===== src/design/bch_pkg.sv =====
`timescale 1ns / 1ps
`default_nettype none
package bch_pkg;

  // column store size and lane geometry
  localparam int MAX_COLUMNS_DEF = 2048;
  localparam int LANES           = 8;
  localparam int LANE_AW         = 3;
  localparam int LANE_CW         = 4;
  localparam int HASH_W          = 32;
  localparam int WIDTH_W         = 12;
  localparam logic [WIDTH_W-1:0] WIDTH_RESET = 12'd2048;

  // rows of finished hashes that may wait for the output side
  localparam int QUEUE_DEPTH = 4;

  typedef struct packed {
    logic [7:0] pixel_byte;
    logic [7:0] byte_index;
    logic       last_row;
  } pixel_item_t;

  typedef struct packed {
    logic [10:0] column_index;
    logic [31:0] column_hash;
    logic        last_column;
  } hash_item_t;

  typedef logic [LANES-1:0][HASH_W-1:0] row_t;

  // one row of hashes on its way to the output, with its lane count
  typedef struct packed {
    row_t               hash;
    logic [7:0]         base;
    logic [LANE_CW-1:0] count;
  } fin_row_t;

  // one pixel bit into a running hash
  function automatic logic [HASH_W-1:0] mix_bit(input logic [HASH_W-1:0] h, input logic b);
    logic [HASH_W-1:0] h1;
    logic [HASH_W-1:0] h2;
    h1 = h + HASH_W'(b);
    h2 = h1 + (h1 << 10);
    return h2 ^ (h2 >> 6);
  endfunction

  // first half of the finalization
  function automatic logic [HASH_W-1:0] fin_a(input logic [HASH_W-1:0] h);
    logic [HASH_W-1:0] h1;
    h1 = h + (h << 3);
    return h1 ^ (h1 >> 11);
  endfunction

  // second half of the finalization
  function automatic logic [HASH_W-1:0] fin_b(input logic [HASH_W-1:0] h);
    return h + (h << 15);
  endfunction

endpackage
`default_nettype wire


===== src/design/bch_drain.sv =====
`timescale 1ns / 1ps
`default_nettype none
module bch_drain (
  input  wire                 clk,
  input  wire                 rst,
  input  wire                 push,
  input  bch_pkg::fin_row_t   push_row,
  output logic                pop,
  output logic                hash_valid,
  input  wire                 hash_stall,
  output bch_pkg::hash_item_t hash_item
);

  localparam int PTR_W  = $clog2(bch_pkg::QUEUE_DEPTH);
  localparam int QCNT_W = $clog2(bch_pkg::QUEUE_DEPTH + 1);

  bch_pkg::fin_row_t q_row [bch_pkg::QUEUE_DEPTH];
  logic [PTR_W-1:0] head;
  logic [PTR_W-1:0] tail;
  logic [QCNT_W-1:0] q_count;
  logic [bch_pkg::LANE_AW-1:0] lane;
  bch_pkg::fin_row_t head_row;
  logic load;
  logic lane_last;

  assign head_row  = q_row[head];
  assign load      = (q_count != '0) && (!hash_valid || !hash_stall);
  assign lane_last = (bch_pkg::LANE_CW'(lane) + bch_pkg::LANE_CW'(1)) == head_row.count;
  assign pop       = load && lane_last;

  // row storage, written at the tail
  always_ff @(posedge clk) begin
    if (push) begin
      q_row[tail] <= push_row;
    end
  end

  // queue pointers and the lane walk over the head row
  always_ff @(posedge clk) begin
    if (rst) begin
      head    <= '0;
      tail    <= '0;
      q_count <= '0;
      lane    <= '0;
    end else begin
      if (push) begin
        tail <= tail + PTR_W'(1);
      end
      if (pop) begin
        head <= head + PTR_W'(1);
      end
      q_count <= q_count + QCNT_W'(push) - QCNT_W'(pop);
      if (load) begin
        lane <= lane_last ? '0 : lane + bch_pkg::LANE_AW'(1);
      end
    end
  end

  // output register
  always_ff @(posedge clk) begin
    if (rst) begin
      hash_valid <= 1'b0;
    end else if (load) begin
      hash_valid <= 1'b1;
    end else if (!hash_stall) begin
      hash_valid <= 1'b0;
    end
  end

  always_ff @(posedge clk) begin
    if (load) begin
      hash_item.column_index <= {head_row.base, lane};
      hash_item.column_hash  <= head_row.hash[lane];
      hash_item.last_column  <= lane_last;
    end
  end

endmodule
`default_nettype wire


===== config.mk =====
export PLATFORM = sky130hd
export DESIGN_NAME = bch_drain
export DESIGN_NICKNAME = d
export VERILOG_FILES = /design/src/design/bch_pkg.sv /design/src/design/bch_drain.sv
export SDC_FILE = /design/constraint.sdc
export NUM_CORES = 1
export LEC_CHECK = 0
export BUFFER_PORTS_ARGS = -buffer_cell sky130_fd_sc_hd__clkbuf_2
export CELL_PAD_IN_SITES_DETAIL_PLACEMENT = 1
export CELL_PAD_IN_SITES_GLOBAL_PLACEMENT = 1
export CORE_UTILIZATION = 50
export DETAILED_ROUTE_END_ITERATION = 6
export GPL_TIMING_DRIVEN = 0
export PLACE_DENSITY = 0.72
export SLEW_MARGIN = 20
export SYNTH_ARGS = -nofsm -noshare
export SYNTH_HDL_FRONTEND = slang
export SYNTH_SLANG_ARGS = --single-unit
export TNS_END_PERCENT = 10

===== constraint.sdc =====
create_clock -name clk -period 10.51 [get_ports clk]
set_input_delay 0.5255 -clock clk [delete_from_list [all_inputs] [get_ports clk]]
set_output_delay 0.5255 -clock clk [all_outputs]
set_load 0.1 [all_outputs]

# Word-level counts from Yosys, hierarchy flattened
# Memories as Yosys holds them, arrays and structs flattened. A register that Yosys moved wholly into a read port is not among the register bits.
# Cells that the tools add are included.
[word_totals]
ramBits = 1072
out_inout_bits = 46
register_bits = 55
wordCells = 33
mem_count = 1
[op_classes]
n_addsub = 6
eq_ne = 2
n_reduce_logical = 6
order_cmp = 1
n_mux = 9
[mem_list]
columns = ["memory", "depth", "word_bits", "rd", "rd_ports_with_merged_regs", "wr", "line_no", "source"]
rows = [
  ["q_row", 4, 268, 1, 1, 1, "bch_drain.sv:17", "bch_pkg::fin_row_t q_row [bch_pkg::QUEUE_DEPTH];"],
]
[op_table]
columns = ["operator", "count"]
rows = [
  ["$bmux 32 s3", 1],
  ["$mux 32", 1],
  ["$add 2x1->2 const B", 2],
  ["$add 3x1->4 const B", 1],
  ["$eq 4x4->1", 1],
  ["$lt 3x4->1 const B", 1],
  ["$mux 1", 4],
  ["$mux 2", 2],
  ["$add 3x1->3", 1],
  ["$add 3x1->3 const B", 1],
  ["$mux 3", 1],
  ["$reduce_bool 3->1", 1],
  ["$sub 3x1->3", 1],
  ["$logic_and 1x1->1", 2],
  ["$logic_not 1->1", 2],
  ["$ne 2x1->1 const B", 1],
  ["$logic_or 1x1->1", 1],
]

# Logic depth before layout (Yosys ltp)
[depth]
word_depth = 6
mapped_depth = 13

# Worst setup path before layout
# No wires, ideal clock.
[synth_path]
path_kind = "reg2reg"
startpoint = "reg tail[0]"
endpoint = "mem q_row[0][0] (netlist bit) (enable)"
n_path_buf = 0
arrival_time_ns = 6.614
setup_ns = 0.662
path_slack_ns = 3.234
path_stages_with_launch = 4
synth_period_minus_slack_ns = 7.276
path_cell_list = "dfxtp_1 -> inv_1 -> ha_1 -> and2_1"
[synth_lines]
columns = ["item", "line_no", "source"]
rows = [
  ["from (decl)", "bch_drain.sv:19", "logic [PTR_W-1:0] tail;"],
  ["from (signal assigned)", "bch_drain.sv:47", "tail <= tail + PTR_W'(1);"],
  ["to (decl)", "bch_drain.sv:17", ""],
]
# Straight into the memory's write port.

==> impl_metrics.tcl <==
set metrics [dict create \
    start_util_pct 50.6 \
    hold_path.class "input port to flop" \
    drt_iter0_markers 1425 \
    r2r_setup_slack_ps 6630 \
    antenna_found_initial 24 \
    multi_input_area_sq_mm 0.00828 \
    finalCritPeriodShare_pct 37.5 \
    yosysTopAreaCellShare_pct 78.9 \
    cts_tree "built" \
    grt_pass1_wl_um 147000 \
    hold_buffers 0 \
    vdd_drop_max_mv 0.267 \
    worstPathArrival_ps 3410 \
    dr.pass1.iters 7 \
    crit_end "pop" \
    worstPathMaxFanout 7 \
    crit_type "flop to output pin" \
    synth_cell_types 33 \
    cts.sinks 1129 \
    tightest_slew_ps 1150 \
    ctsResizeCount 0 \
    crit_path_start_kind "flop" \
    die_w_um 293 \
    post-cts-setup-buffers 0 \
    finalHoldViolations 0 \
    path_clk_slew_ps 60 \
    wire_per_inst_um 30.5 \
    wl_um 102000 \
    yosysWarnings 0 \
    finalClockSkew_ps 20.4 \
    hpwl_um 67400 \
    fp-row-count 106 \
    netlist_area_sq_mm 0.0425 \
    crit_chain "buf_6 -> mux4_2 -> xor2_1 -> nand4_1 -> a211oi_2 -> clkbuf_2" \
    vias_per_cell 5.78 \
    critPathCaptureType "output pin" \
    syn_avg_cell_area_sq_um 25.9 \
    io_pins 318 \
    drcViolationCount 2 \
    syn_inst 1636 \
    reg2reg_to "hash_item[10]" \
    synth-seq-cells 1129 \
    min_from "push_row[213]" \
    crit_required_ps 9980 \
    p_per_area_mw_per_mm2 236 \
    leakage_nw 16.1 \
    rsz0062_at_grt "false" \
    root_buffer "clkbuf_16" \
    met1_length_um 39500 \
    grt_max_degree 46 \
    wl_met2_um 52600 \
    area_growth_pct 17.6 \
    path_buf_inv 2 \
    total_power_mw 11.8 \
    synth_top_cell_by_area "edfxtp_1" \
    syn_nets 1916 \
    fillerInstances 6911 \
    portBuffers 317 \
    gp_congestion 0.784 \
    violations "design-rule violations" \
    grt_usage_pct 24.1 \
    nets 2376 \
    synth_area_leaders "edfxtp_1 (79%), mux4_2 (18%), mux2_2 (0.88%), dfxtp_1 (0.61%), clkbuf_1 (0.35%)" \
    dr_wl_met3_um 6910 \
    dieArea_sq_mm 0.0861 \
    final_area_sq_mm 0.0499 \
    vias 19300 \
    clockBufferDepth 3 \
    die_h_um 293 \
    crit_cells 6 \
    slew-limit-headroom_pct 23.5 \
    top_layer_used "met5" \
    placed_area_sq_mm 0.0462 \
    htreeDepth 3 \
    cap_viol_max_count 0 \
    grt_overflow 0 \
    synthFlopType "edfxtp_1" \
    drive_above_1_share_pct 41.7 \
    drt.antenna.violating_nets 0 \
    yosysSeqAreaShare_pct 79.6 \
    synthArstFlopShare_pct 0 \
    cp_top_family "buffers and inverters" \
    setup_viol 0 \
    seq_area_sq_mm 0.0338 \
    cp_slowest_cell "clkbuf_2" \
    slew_viol_final 0 \
    fmax_mhz 254 \
    synth_edf_count 1116 \
    min_period_ps 3940 \
    reg2regPathDepth 6 \
    status "finished, violations left" \
    clock_latency_ps 670 \
    grt_pass1_vias 21100 \
    core_area_sq_mm 0.0838 \
    cts_inserted_buffers 112 \
    critPathMaxStageDelay_ps 600 \
]
placed cells by master (no fill, tap or decap), types with 4 or more instances in the layout:
master,count
buf_4,7
edfxtp_1,1116
dfxtp_1,13
clkbuf_16,117
clkinv_2,19
buf_12,15
bufinv_16,17
mux4_2,332
and2_4,4
ha_1,7
mux2_2,33
buf_2,22
clkbuf_1,65
diode_2,8
buf_1,5
inv_1,5
nor2_1,9
clkinv_1,22
buf_6,4
buf_16,14
a21oi_1,4
clkbuf_2,321
how the worst min path moves through the flow:
stage                    end  cells past startpoint
2_1_floorplan  hash_item[33]                      0
3_3_place_gp      hash_valid                      2
3_5_place_dp      hash_valid                      2
4_1_cts        q_row[1][217]                      1
5_1_grt        q_row[0][183]                      1
6_report       q_row[3][213]                      1
sequential cells by signal, indices dropped and copies added, names as in the netlist, named ones only:
name	cells
hash_valid	1
tail	2
lane	3
q_count	3
hash_item	44
head	2
q_row	1072
cell families after synthesis:
| group | share of synthesized area, % |
|---|---|
| AND/OR/NAND/NOR | 0.357 |
| buffers and inverters | 0.955 |
| flip-flops | 79.6 |
| XOR/XNOR | 0.124 |
| multiplexers | 18.6 |
| adder cells (fa/ha/maj) | 0.253 |
| AO/OA/AOI/OAI | 0.165 |
metrics by stage:
step	worst slack [ps]	hold slack (ps)	std cells	util, %	TNS (ps)
CTS	6550	24.7	3323	59.6	0
global route	6380	50.5	3325	59.6	0
floorplan	3230	431	1636	-	0
finish	6570	67.1	3331	59.6	0
global placement	-2160	469	3087	54.2	-2290660
detailed placement	6580	484	3116	55.1	0
worst register-to-register path, stage by stage (launching register included):
cell and delay [ps]:
dfxtp_1 320, clkbuf_1 290, clkbuf_1 860, clkbuf_1 800, mux4_2 430, mux4_2 610
mux2_2 320
synth_stat cells (4+ instances only):
cell type  instances
a21oi_1            4
and2_1             5
buf_1              8
buf_2             21
buf_4              7
buf_6              4
clkbuf_1          40
dfxtp_1           13
edfxtp_1        1116
ha_1               7
inv_1              6
mux2_2            33
mux4_2           332
nor2_1             9
layer usage:
metal	GRT usage, %	up-vias
li1	-	8111
met1	30.9	10400
met2	41.0	552
met3	5.87	151
met4	7.27	38
met5	0	-
area by class of cell:
type	instances	share of cell area (%)
flip-flops and latches	1129	67.6
multi-input cells	421	16.6
clock buffers	144	6.07
repair buffers	346	4.55
well taps	1134	2.84
clock inverters	63	1.46
plain buffers	80	0.779
inverters	6	0.0501
diodes	8	0.0401
report_power, final:
| group | internal [mW] | leakage [nW] | switching (mW) |
|---|---|---|---|
| combinational | 0.740 | 3.88 | 1.52 |
| sequential | 5.32 | 10.4 | 0.112 |
| clock | 2.44 | 1.84 | 1.65 |
(Power assumes the default switching activity.)
