===== src/design/bch_pkg.sv =====
`timescale 1ns / 1ps
`default_nettype none
package bch_pkg;

  // column store size and lane geometry
  localparam int MAX_COLUMNS_DEF = 2048;
  localparam int LANES           = 8;
  localparam int LANE_AW         = 3;
  localparam int LANE_CW         = 4;
  localparam int HASH_W          = 32;
  localparam int WIDTH_W         = 12;
  localparam logic [WIDTH_W-1:0] WIDTH_RESET = 12'd2048;

  // rows of finished hashes that may wait for the output side
  localparam int QUEUE_DEPTH = 4;

  typedef struct packed {
    logic [7:0] pixel_byte;
    logic [7:0] byte_index;
    logic       last_row;
  } pixel_item_t;

  typedef struct packed {
    logic [10:0] column_index;
    logic [31:0] column_hash;
    logic        last_column;
  } hash_item_t;

  typedef logic [LANES-1:0][HASH_W-1:0] row_t;

  // one row of hashes on its way to the output, with its lane count
  typedef struct packed {
    row_t               hash;
    logic [7:0]         base;
    logic [LANE_CW-1:0] count;
  } fin_row_t;

  // one pixel bit into a running hash
  function automatic logic [HASH_W-1:0] mix_bit(input logic [HASH_W-1:0] h, input logic b);
    logic [HASH_W-1:0] h1;
    logic [HASH_W-1:0] h2;
    h1 = h + HASH_W'(b);
    h2 = h1 + (h1 << 10);
    return h2 ^ (h2 >> 6);
  endfunction

  // first half of the finalization
  function automatic logic [HASH_W-1:0] fin_a(input logic [HASH_W-1:0] h);
    logic [HASH_W-1:0] h1;
    h1 = h + (h << 3);
    return h1 ^ (h1 >> 11);
  endfunction

  // second half of the finalization
  function automatic logic [HASH_W-1:0] fin_b(input logic [HASH_W-1:0] h);
    return h + (h << 15);
  endfunction

endpackage
`default_nettype wire


===== src/design/bch_final.sv =====
`timescale 1ns / 1ps
`default_nettype none
module bch_final (
  input  wire                clk,
  input  wire                rst,
  input  wire                in_valid,
  input  bch_pkg::fin_row_t  in_row,
  output logic               out_valid,
  output bch_pkg::fin_row_t  out_row
);

  logic a_valid;
  logic b_valid;
  bch_pkg::fin_row_t a_row;
  bch_pkg::fin_row_t b_row;

  // control of the two finalize stages
  always_ff @(posedge clk) begin
    if (rst) begin
      a_valid <= 1'b0;
      b_valid <= 1'b0;
    end else begin
      a_valid <= in_valid;
      b_valid <= a_valid;
    end
  end

  // stage a holds mixed hashes, stage b the first finalize step
  always_ff @(posedge clk) begin
    a_row <= in_row;
    b_row.base  <= a_row.base;
    b_row.count <= a_row.count;
    for (int k = 0; k < bch_pkg::LANES; k++) begin
      b_row.hash[k] <= bch_pkg::fin_a(a_row.hash[k]);
    end
  end

  // last finalize step on the way to the queue
  always_comb begin
    out_row.base  = b_row.base;
    out_row.count = b_row.count;
    for (int k = 0; k < bch_pkg::LANES; k++) begin
      out_row.hash[k] = bch_pkg::fin_b(b_row.hash[k]);
    end
  end

  assign out_valid = b_valid;

endmodule
`default_nettype wire


===== config.mk =====
export PLATFORM = sky130hd
export DESIGN_NAME = bch_final
export DESIGN_NICKNAME = d
export VERILOG_FILES = /design/src/design/bch_pkg.sv /design/src/design/bch_final.sv
export SDC_FILE = /design/constraint.sdc
export NUM_CORES = 1
export LEC_CHECK = 0
export BUFFER_PORTS_ARGS = -buffer_cell sky130_fd_sc_hd__buf_2
export CAP_MARGIN = 25
export CORE_ASPECT_RATIO = 1.5
export CORE_MARGIN = 2
export CORE_UTILIZATION = 57
export DETAILED_ROUTE_END_ITERATION = 8
export PLACE_DENSITY = 0.91
export SYNTH_ARGS = -nofsm -noshare
export SYNTH_HDL_FRONTEND = slang
export SYNTH_SLANG_ARGS = --single-unit

===== constraint.sdc =====
create_clock -name clk -period 3.8 [get_ports clk]
set_input_delay 0.38 -clock clk [delete_from_list [all_inputs] [get_ports clk]]
set_output_delay 0.38 -clock clk [all_outputs]
set_load 0.01 [all_outputs]

[Word-level counts from Yosys, hierarchy flattened]
Index checks and enable logic that the tools add are counted.
Storage, ports and cells
  register bits after elaboration: 538
  input port bits: 271
  output and inout port bits: 269
  logic and storage cells: 46
Cells by class
  add/subtract/negate cells: 16
  bitwise logic cells: 8
Operator list (count)
  $add A32 B32 Y32: 16
  $xor A32 B21 Y32: 8

[Depth between registers and ports, before layout]
Gate-level depths: netlist of run 1.
  word-level depth: 2
  gate-level depth with buffers: 12
  mapped depth without buffers: 12

[Worst setup path before layout of run 1]
Ideal clock, no wire load.
  path type: reg-to-output
  start: register b_row[44] in the netlist's numbering
  end: output port out_row[75] in the netlist's numbering
  arrival: 2.502 ns
  data required time: 3.420 ns
  path slack: 0.918 ns
  cell stages (with the launch flop): 12
  buffers on the path: 0
  cell sequence: dfxtp_1 -> ha_1 -> fa_1 -> a21o_1 -> a21oi_1 -> nor2b_1 -> o21a_1 -> o22ai_1 -> o311ai_0 -> a31o_2 -> a21oi_1 -> xnor2_1
RTL lines
  start, declared: line bch_final.sv:15  | bch_pkg::fin_row_t b_row;
  end, declared: line bch_final.sv:9  | output bch_pkg::fin_row_t out_row

==> results of run 1 <==
-- per-stage QoR --
stage,total power [W],setup slack [ns]
after floorplan,0.0173,0.918
after global placement,0.0217,0.546
after detailed placement,0.0220,0.493
after CTS,0.0278,-0.00499
after global routing,0.0310,-0.336
final,0.0298,-0.240
-- path summary, 6_finish.rpt --
path	startpoint	end	slack [ns]	depth (start not counted)
hold / removal	a_row[2]	out_row[2]	0.32	0
setup / recovery	b_row[215]	out_row[235]	-0.24	9
setup reg to reg	a_row[204]	b_row[220]	-0.09	13
hold reg to reg	a_row[2]	out_row[2]	0.32	0
-- cell usage after synthesis, drive strengths merged, types with 25 or more instances --
cell type,count
a21oi,254
a31oi,39
clkbuf,43
and3,46
o21a,41
ha,352
dfxtp,538
o21ai,126
a211oi,26
nand2b,33
nor3,65
nor2b,43
buf,133
nand3,67
a21o,132
or3,29
xor2,216
xnor2,277
nand2,142
inv,97
nand4,25
o21bai,48
nor2,177
-- critical path, cell delays in order (launching register included) --
cell	delay, ns
sky130_fd_sc_hd__dfxtp_1	0.67
sky130_fd_sc_hd__ha_1	0.39
sky130_fd_sc_hd__o21ai_0	0.65
sky130_fd_sc_hd__nand2b_1	0.25
sky130_fd_sc_hd__and2_1	0.26
sky130_fd_sc_hd__nor2_1	0.20
sky130_fd_sc_hd__o41ai_1	0.11
sky130_fd_sc_hd__a21oi_1	0.19
sky130_fd_sc_hd__xnor2_1	0.15
sky130_fd_sc_hd__buf_2	0.16
-- timing repair --
action                                 CTS  global route
buffers inserted                         1             9
hold buffers                           270             0
pin swaps                                5            38
setup endpoints to repair               16            32
endpoints found under the hold margin  270             0
resized for setup                       20            75
-- per-layer routing --
| metal | part of all wire [%] | up-vias | GRT usage (%) |
|---|---|---|---|
| met5 | 0.18 | - | 0 |
| met4 | 9.3 | 20 | 28.4 |
| met3 | 10 | 674 | 10.0 |
| met2 | 49 | 1892 | 64.9 |
| met1 | 32 | 13100 | 35.5 |
| li1 | - | 12600 | - |
-- cell families after synthesis --
logic type               share of synthesized area (%)
flip-flops                                        35.6
AO/OA/AOI/OAI                                     17.8
adder cells (fa/ha/maj)                           15.6
multiplexers                                    0.0703
AND/OR/NAND/NOR                                   11.2
buffers and inverters                             5.05
XOR/XNOR                                          14.7
-- final cells by class --
cell class / instances / area (um^2) / area share [%]
sequential: 538 / 10800 / 28.7
multi-input combinational: 2373 / 18300 / 48.7
tap: 682 / 853 / 2.27
antenna: 9 / 22.5 / 0.0599
inverter: 97 / 364 / 0.969
clock buffer: 66 / 1430 / 3.79
clock inverter: 28 / 294 / 0.782
timing repair buffer: 824 / 5530 / 14.7
-- flip-flops by register name, summed over array words and instances (netlist names) --
signal	cells
out_valid	1
a_row	268
a_valid	1
out_row	12
b_row	256
-- report_power, final --
group          leakage [nW]  total [W]  internal, W  switching [W]
Sequential             4.54    0.00779      0.00682       0.000970
Clock                 0.841    0.00536      0.00295        0.00240
Combinational          12.1     0.0166      0.00681        0.00980
==> impl_metrics.json, run 1 <==
{
  "status": "finished with violations",
  "totalNegativeSetupSlack_ns": -0.942,
  "syn2layout_area_growth_pct": 24.2,
  "worst_setup_hold_path_clk_slew_ns": 0.07,
  "mappedNetlistArea_um2": 30300,
  "globalplace.congestion": 0.989,
  "final_cells": 4617,
  "async_reset_ff_share_pct": 0,
  "rsz0062_at_grt": "yes",
  "antenna_violations_before_repair": 17,
  "ys_warn_count": 0,
  "rows": 103,
  "min-delay-path-class": "register to register",
  "fin_ws_ns": -0.240,
  "final_min_period_over_clock_period_pct": 106,
  "vias": 28300,
  "numClockSinks": 538,
  "cp_max_fo": 4,
  "area_of_the_die_um2": 55000,
  "finalSetupViolations": 6,
  "max_freq_mhz": 248,
  "dp_hpwl_um": 69600,
  "clock_skews_ns": 0.0157,
  "worst-setup-path-type": "register to output pin",
  "placement.io_buffers": 539,
  "pin_count": 540,
  "drtIter0Drc": 2087,
  "arrival_ns": 3.66,
  "post-place-cells": 4234,
  "synth_flop_cell": "sky130_fd_sc_hd__dfxtp_1",
  "via_count_normalized_by_instance_count": 6.13,
  "power_density_nw_per_um2": 792,
  "fin_util_pct": 71.5,
  "avgSynthCellArea_um2": 9.50,
  "tritoncts_clock_tree": "yes",
  "synth_cell_types": 84,
  "largest_net_degree_at_the_start_of_global_routing": 17,
  "irDropWorstVdd_uv": 831,
  "fin_crit_ns": 4.04,
  "critPathLaunchType": "register",
  "worstMarginPinSlew_ns": 0.981,
  "yosys_register_bits": 538,
  "netlist.area_leader.share_pct": 35.6,
  "ys_top_cells_by_area": "sky130_fd_sc_hd__dfxtp_1, sky130_fd_sc_hd__ha_1, sky130_fd_sc_hd__xnor2_1, sky130_fd_sc_hd__xor2_1, sky130_fd_sc_hd__a21oi_1",
  "grt.overflow.total": 0,
  "synth_cells": 3184,
  "ant_nets": 0,
  "power.static_leakage_nw": 17.5,
  "synth_largest_area_cell": "sky130_fd_sc_hd__dfxtp_1",
  "placed_area_um2": 32700,
  "drtPass1Iterations": 6,
  "maxSlewHeadroom_pct": 34.1,
  "timing.critical_path.to_type": "output pin",
  "count_of_filler_cells_inserted_in_the_layout": 3389,
  "buffer_depth_of_the_longest_clock_path": 3,
  "fp.dieH_um": 286,
  "critical_path_required_ns": 3.42,
  "grt_pass1_vias": 28600,
  "clk_lat_worst_skew_ns": 0.61,
  "core_area_um2": 52600,
  "finalHoldViolCount": 0,
  "violations_in_the_final_reports": "setup timing",
  "initial_core_util_pct": 57.5,
  "finalNetCount": 4525,
  "dieWidth_um": 192,
  "synth_edf_count": 0,
  "wire_per_inst_um": 23.5,
  "grt_pass1_wl_um": 155000,
  "overall_fraction_of_global_route_tracks_in_use_pct": 36.6,
  "total_number_of_h_tree_levels": 2,
  "worst_hold_slack_ns": 0.325,
  "routed_wirelength_um": 108000,
  "maxCapViolations": 0,
  "design_area_um2": 37600,
  "report.final.slew_viol_count": 0,
  "share_of_the_yosys_chip_area_belonging_to_registers_pct": 35.6,
  "remaining_drc_errors": 0,
  "most-common-layout-cells": "sky130_fd_sc_hd__buf_2, sky130_fd_sc_hd__dfxtp_1, sky130_fd_sc_hd__ha_1",
  "clock_tree.root_cell": "sky130_fd_sc_hd__clkbuf_16",
  "postSynthNetCount": 3823,
  "share_of_layout_cells_above_drive_strength_1_pct": 19.2,
  "numCtsBuffers": 52,
  "final_common_cell": "sky130_fd_sc_hd__buf_2"
}
Power figures use the tool's default switching activity.
==> inputs of run 2 (changes only) <==
Settings changed: SETUP_SLACK_MARGIN set to 0.2.
==> impl_metrics.json, run 2 (synthesis results as in run 1) <==
{
  "reg2reg_slack_ns": -0.85,
  "worst_r2r_startpoint": "a_row[205]",
  "worstHoldStart": "a_row[2]",
  "total_number_of_h_tree_levels": 2,
  "rsz0062_at_grt": "yes",
  "largest_net_degree_at_the_start_of_global_routing": 17,
  "area_of_the_die_um2": 55000,
  "fin_ws_ns": -0.847,
  "pin_count": 540,
  "most-common-layout-cells": "sky130_fd_sc_hd__buf_2, sky130_fd_sc_hd__dfxtp_1, sky130_fd_sc_hd__ha_1",
  "fin_crit_ns": 4.65,
  "numClockSinks": 538,
  "routed_wirelength_um": 112000,
  "critPathLaunchType": "register",
  "grt_pass1_wl_um": 158000,
  "overall_fraction_of_global_route_tracks_in_use_pct": 37.2,
  "antenna_violations_before_repair": 17,
  "report.final.slew_viol_count": 0,
  "numCtsBuffers": 52,
  "rows": 103,
  "grt_pass1_vias": 29000,
  "design_power_total_w": 0.0312,
  "critical_path_required_ns": 4.30,
  "finalSetupViolations": 8,
  "max_freq_mhz": 215,
  "clock_skews_ns": 0.0256,
  "vias": 28800,
  "arrival_ns": 5.15,
  "worst-r2r-cell-count": 10,
  "finalNetCount": 4569,
  "buffer_depth_of_the_longest_clock_path": 3,
  "dp_hpwl_um": 69600,
  "totalNegativeSetupSlack_ns": -2.18,
  "clk_lat_worst_skew_ns": 0.62,
  "maxCapViolations": 0,
  "status": "finished with violations",
  "initial_core_util_pct": 57.5,
  "remaining_drc_errors": 1,
  "maxSlewHeadroom_pct": 8.80,
  "regMostFlops": "a_row",
  "largest_reg_flops": 268,
  "min-delay-path-class": "register to register",
  "clock_tree.root_cell": "sky130_fd_sc_hd__clkbuf_16",
  "worstMarginPinSlew_ns": 1.35,
  "syn2layout_area_growth_pct": 27.1,
  "final_cells": 4663,
  "post-place-cells": 4234,
  "timing.hold.worst_path_depth": 0,
  "placement.io_buffers": 539,
  "timing.rr.end": "b_row[223]",
  "final_common_cell": "sky130_fd_sc_hd__buf_2",
  "tritoncts_clock_tree": "yes",
  "cp_max_fo": 4,
  "wire_per_inst_um": 24.1,
  "timing.critical_path.to_type": "register",
  "core_area_um2": 52600,
  "power.static_leakage_nw": 17.8,
  "share_of_layout_cells_above_drive_strength_1_pct": 21.9,
  "ant_nets": 0,
  "final_min_period_over_clock_period_pct": 122,
  "violations_in_the_final_reports": "DRC, setup timing",
  "power_density_nw_per_um2": 812,
  "irDropWorstVdd_uv": 881,
  "dieWidth_um": 192,
  "timing.hold.worst_endpoint": "out_row[2]",
  "drtPass1Iterations": 9,
  "globalplace.congestion": 0.989,
  "finalHoldViolCount": 0,
  "fp.dieH_um": 286,
  "drtIter0Drc": 2148,
  "worst-setup-path-type": "register to register",
  "grt.overflow.total": 0,
  "via_count_normalized_by_instance_count": 6.18,
  "count_of_filler_cells_inserted_in_the_layout": 3241,
  "worst_setup_hold_path_clk_slew_ns": 0.08
}
==> run 2: changes by cell type in the layout (fill, tap and decap cells not counted), sizes merged <==
cell | before | now
diode | 9 | 11
buf | 554 | 598
==> run 2: layout make-up <==
cell class	count	area (um^2)	area share, %
Tap cell	682	853	2.22
Sequential cell	538	10800	28.2
Clock buffer	66	1430	3.71
Clock inverter	28	294	0.765
Inverter	97	364	0.947
Multi-Input combinational cell	2373	18800	48.9
Timing Repair Buffer	868	5870	15.3
Antenna cell	11	27.5	0.0716
==> run 2: worst max path at each step <==
stage | startpoint | endpoint | slack (ns) | cells after the start
3_5_place_dp | b_row[219] | out_row[231] | 0.49 | 11
5_1_grt | a_row[205] | b_row[223] | -1.19 | 10
2_1_floorplan | b_row[44] | out_row[75] | 0.92 | 11
4_1_cts | b_row[219] | out_row[231] | 0.11 | 11
3_3_place_gp | b_row[219] | out_row[231] | 0.55 | 11
6_report | a_row[205] | b_row[223] | -0.85 | 10
==> run 2: repair_timing <==
item,4_1_cts,5_1_grt
hold endpoints to repair,270,0
endpoints found under the setup margin,37,38
resized for setup,80,118
pin swaps,52,80
setup buffers,22,32
hold buffers,270,0
==> run 2: worst max-delay path, stage by stage, from the launching register on <==
cell and delay [ns]:
sky130_fd_sc_hd__dfxtp_1 0.61, sky130_fd_sc_hd__ha_1 0.41, sky130_fd_sc_hd__a211oi_1 0.47, sky130_fd_sc_hd__nor2_1 0.18
sky130_fd_sc_hd__o31ai_1 0.49, sky130_fd_sc_hd__o22a_1 0.29, sky130_fd_sc_hd__o21ba_2 0.21, sky130_fd_sc_hd__o21ai_1 0.12
sky130_fd_sc_hd__o41ai_1 1.08, sky130_fd_sc_hd__xnor2_1 0.33, sky130_fd_sc_hd__xor2_1 0.35
==> run 2: report_power, final <==
| part | switching (W) | total [W] | leakage [nW] | internal [W] |
|---|---|---|---|---|
| Combinational | 0.0104 | 0.0180 | 12.4 | 0.00753 |
| Clock | 0.00241 | 0.00536 | 0.841 | 0.00296 |
| Sequential | 0.00104 | 0.00788 | 4.54 | 0.00684 |
==> run 2: routing by layer <==
metal  up-vias  global-route usage, %  wire length [um]
li1      12700                      -                 -
met1     13300                   35.4             34700
met2      2013                   66.0             53800
met3       755                   11.5             12400
met4        22                   28.6             11000
met5         -                      0               312
==> run 2: through the flow <==
stage                     hold WS (ns)  area [um^2]  util (%)  setup slack (ns)
after floorplan                  0.310        30300         -             0.918
after global placement           0.310        32700      62.2             0.546
after detailed placement         0.312        32700      62.2             0.493
after CTS                        0.326        37500      71.4             0.106
after global routing             0.330        38400      73.1             -1.19
final                            0.325        38400      73.1            -0.847
